File: src/rtl/mfld_pkg.sv
// ============================================================================
// mfld_pkg
// Shared constants, codes and types of the one-bit framebuffer line drawer.
// ============================================================================
package mfld_pkg;

    // panel geometry
    localparam int PANEL_WIDTH  = 200;
    localparam int PANEL_HEIGHT = 200;
    localparam int ROW_BYTES    = (PANEL_WIDTH + 7) / 8;
    localparam int STORE_BYTES  = ROW_BYTES * PANEL_HEIGHT;
    localparam int ADDR_W       = $clog2(STORE_BYTES);
    localparam int RAW_W        = $clog2((PANEL_WIDTH > PANEL_HEIGHT) ?
                                         PANEL_WIDTH : PANEL_HEIGHT);

    // request field widths
    localparam int COORD_W = 16;
    localparam int RIDX_W  = 13;

    // width of the setup arithmetic, wide enough for start and end of any line
    localparam int CW = 18;

    // request function codes
    localparam logic [1:0] FUNC_PIXEL = 2'd0;
    localparam logic [1:0] FUNC_HLINE = 2'd1;
    localparam logic [1:0] FUNC_VLINE = 2'd2;
    localparam logic [1:0] FUNC_READ  = 2'd3;

    // byte masks
    localparam logic [7:0] PIX_LEFT  = 8'h80;
    localparam logic [7:0] BYTE_ALL  = 8'hFF;
    localparam logic [7:0] BYTE_NONE = 8'h00;

    // one operation of the shared adder: a + (b or -b) + inc - dec
    typedef struct packed {
        logic [CW-1:0] a;
        logic [CW-1:0] b;
        logic          neg_b;
        logic          inc;
        logic          dec;
    } alu_op_t;

    // one store access: wipe writes zero, otherwise read-modify-write with mask
    typedef struct packed {
        logic              req;
        logic              wipe;
        logic              set;
        logic [ADDR_W-1:0] addr;
        logic [7:0]        mask;
    } store_cmd_t;

endpackage

File: src/rtl/mfld_alu.sv
// ============================================================================
// mfld_alu
// Shared adder of the setup sequencer: add, subtract and unit adjust.
// ============================================================================
module mfld_alu (
    input  mfld_pkg::alu_op_t        op,
    output logic [mfld_pkg::CW-1:0]  sum
);

    logic [mfld_pkg::CW-1:0] b_sel;
    logic [mfld_pkg::CW-1:0] adj;

    always_comb
    begin
        b_sel = op.neg_b ? ~op.b : op.b;
        adj   = mfld_pkg::CW'(op.neg_b) + mfld_pkg::CW'(op.inc)
              - mfld_pkg::CW'(op.dec);
        sum   = op.a + b_sel + adj;
    end

endmodule

File: config.mk
export PLATFORM = sky130hd
export DESIGN_NAME = mfld_alu
export DESIGN_NICKNAME = d
export VERILOG_FILES = /design/src/rtl/mfld_pkg.sv /design/src/rtl/mfld_alu.sv
export SDC_FILE = /design/constraint.sdc
export NUM_CORES = 1
export LEC_CHECK = 0
export BUFFER_PORTS_ARGS = -buffer_cell sky130_fd_sc_hd__clkbuf_2
export CAP_MARGIN = 20
export CORE_ASPECT_RATIO = 1.5
export CORE_MARGIN = 3
export CORE_UTILIZATION = 55
export DETAILED_ROUTE_END_ITERATION = 8
export GPL_TIMING_DRIVEN = 0
export PLACE_DENSITY_LB_ADDON = 0.15
export SETUP_SLACK_MARGIN = 0.5
export SYNTH_ARGS = -nofsm -noshare
export SYNTH_HDL_FRONTEND = slang
export SYNTH_SLANG_ARGS = --single-unit
File: constraint.sdc
create_clock -name vclk -period 8.4
set_input_delay 0.42 -clock vclk [all_inputs]
set_output_delay 0.42 -clock vclk [all_outputs]
set_load 0.1 [all_outputs]
==> run metrics <==
outcome=completed; Slowest-stage cell, CP=fa_1; diodes inserted=0; slowest stage delay, CP=670 ps; most frequent cells in the layout=clkbuf_2, inv_1, xnor2_1; Yosys Warn Count=0; unrepaired setup endpoints after global routing=no; Synth area leader=fa_1; Hold Path Class=primary input to primary output; Via density=4.94; setup bufs post-CTS=0; Slew Viols, Final=0; area occupied by multi-input gates=around 1300 sq um; Top delay family on crit path=adder cells; initial antenna violation count=0; setup violators final=0; area grow syn2layout=21.7%; Starting Density=59.3%; Initial DRC Count=7; min Tclk post-route=5570 ps; share of the synthesized area in the top cell type=24.0%; max cap viols=0; Fin. Hold Viols=0; CP Depth=18; post-CTS sizing=0; CP required=between 7000 and 8000 ps; chip height=70.0 microns; Setup crit start kind=primary input; Synth Instances=188; DR DRC count=0; die area=between 3000 and 4000 sq um; DP HPWL=2.68 mm; flip-flop and latch count=0; Die Span X=48.7 microns; hold-fix buffer count after cts=0; core box area=2530 sq um; number of global-route vias before repair=1347; row cnt=22; Slew HR=a little over two fifths; routed via count=1383; Worst path most repeated cell=inv_1; Routability Congestion=0.840; Routed WL=2.92 mm; hold slack=1530 ps; Nets=322; post-synthesis sequential area ratio=0%; CP Capture Point=sum[13]; crit path kind=primary input to primary output; Net Count, Synth=264; Final ANT Viol Nets=0; routed len/inst=10.4 microns; Top Ports=57; critical path buffer and inverter count=8; FMAX=between 0.15 and 0.2 GHz; Overflow after GRT=0; ratio of cells with drive above 1 in the final layout=27.9%; first-pass GRT wire length=around 5.2 mm; Total GRT Usage=around 18%; DRT Pass-1 Iters=4; IO Port Bufs=56; # fillers=244; Sum Neg Setup Slack=0 ps; Worst Setup SP=op[2]; Post-Syn Area=1500 sq um; cells along the critical path=buf_2 -> buf_2 -> inv_1 -> ha_1 -> inv_1 -> ha_1 -> inv_1 -> ha_1 -> inv_1 -> fa_1 -> inv_1 -> fa_1 -> a21o_1 -> a221oi_2 -> o21ai_1 -> a21oi_1 -> xnor2_1 -> clkbuf_2; Arr. time, crit path=between 5000 and 6000 ps; largest net degree at the start of global routing=15; syn avg cell area=7.99 sq um; worst-margin pin slew=849 ps; Crit. End Element=primary output; most common cell after layout, fill and taps aside=clkbuf_2; CP Max Fanout=14; Tcrit/Tclk final=66.3%; Sequential cell area=0 sq um; Unique masters post-synth=34; # clk buffers=0; top post-synthesis cells by area=fa_1, xnor2_1, ha_1
## routing by layer
metal  up-vias  part of all wire (%)  GRT usage (%)
met5         -                     0              0
met4         0                  0.89           1.27
met3         2                   4.3           1.07
met2        35                    56           37.8
met1       638                    39           19.8
li1        708                     -              -
## synthesized netlist by cell type (all sizes together) (3+ instances only)
cell	number
o21ai	8
xnor2	30
xor2	5
fa	18
nor2b	3
ha	19
and4	3
a21oi	14
nor3	3
a21o	4
nand2	7
inv	52
## per-stage QoR
stage / setup slack, ps / std cells / utilization (%) / cell area [sq um]
after floorplan: 1930 / 188 / - / 1500
after global placement: 2810 / 280 / 72.1 / 1830
after detailed placement: 2740 / 280 / 72.1 / 1830
after CTS: 2730 / 280 / 72.1 / 1830
after global routing: 2400 / 280 / 72.1 / 1830
final: 2830 / 280 / 72.1 / 1830
## cell families after synthesis
group | count (synthesis) | synth area share, %
AND/OR/NAND/NOR | 26 | 10.1
adder cells (fa/ha/maj) | 37 | 39.8
XOR/XNOR | 35 | 20.4
buffers and inverters | 54 | 13.7
AO/OA/AOI/OAI | 36 | 16.0
## worst min-delay path, stage by stage
cell	delay, ps
clkbuf_2	90
fa_1	150
clkbuf_2	450
## worst min-delay path by stage
stage	slack, ps	cells after the start	startpoint	end
finish	1530	3	op[21]	sum[0]
global route	1570	3	op[21]	sum[0]
CTS	1540	3	op[21]	sum[0]
detailed placement	1540	3	op[21]	sum[0]
global placement	1540	3	op[21]	sum[0]
floorplan	1540	2	op[21]	sum[1]
## layout make-up
class,instances,area share (%)
inverters,52,10.7
well taps,36,2.47
multi-input cells,134,71.0
plain buffers,2,0.548
repair buffers,56,15.3
Power is not shown: default switching activity piles up to over one toggle a cycle in this logic, so the estimate is an artifact.
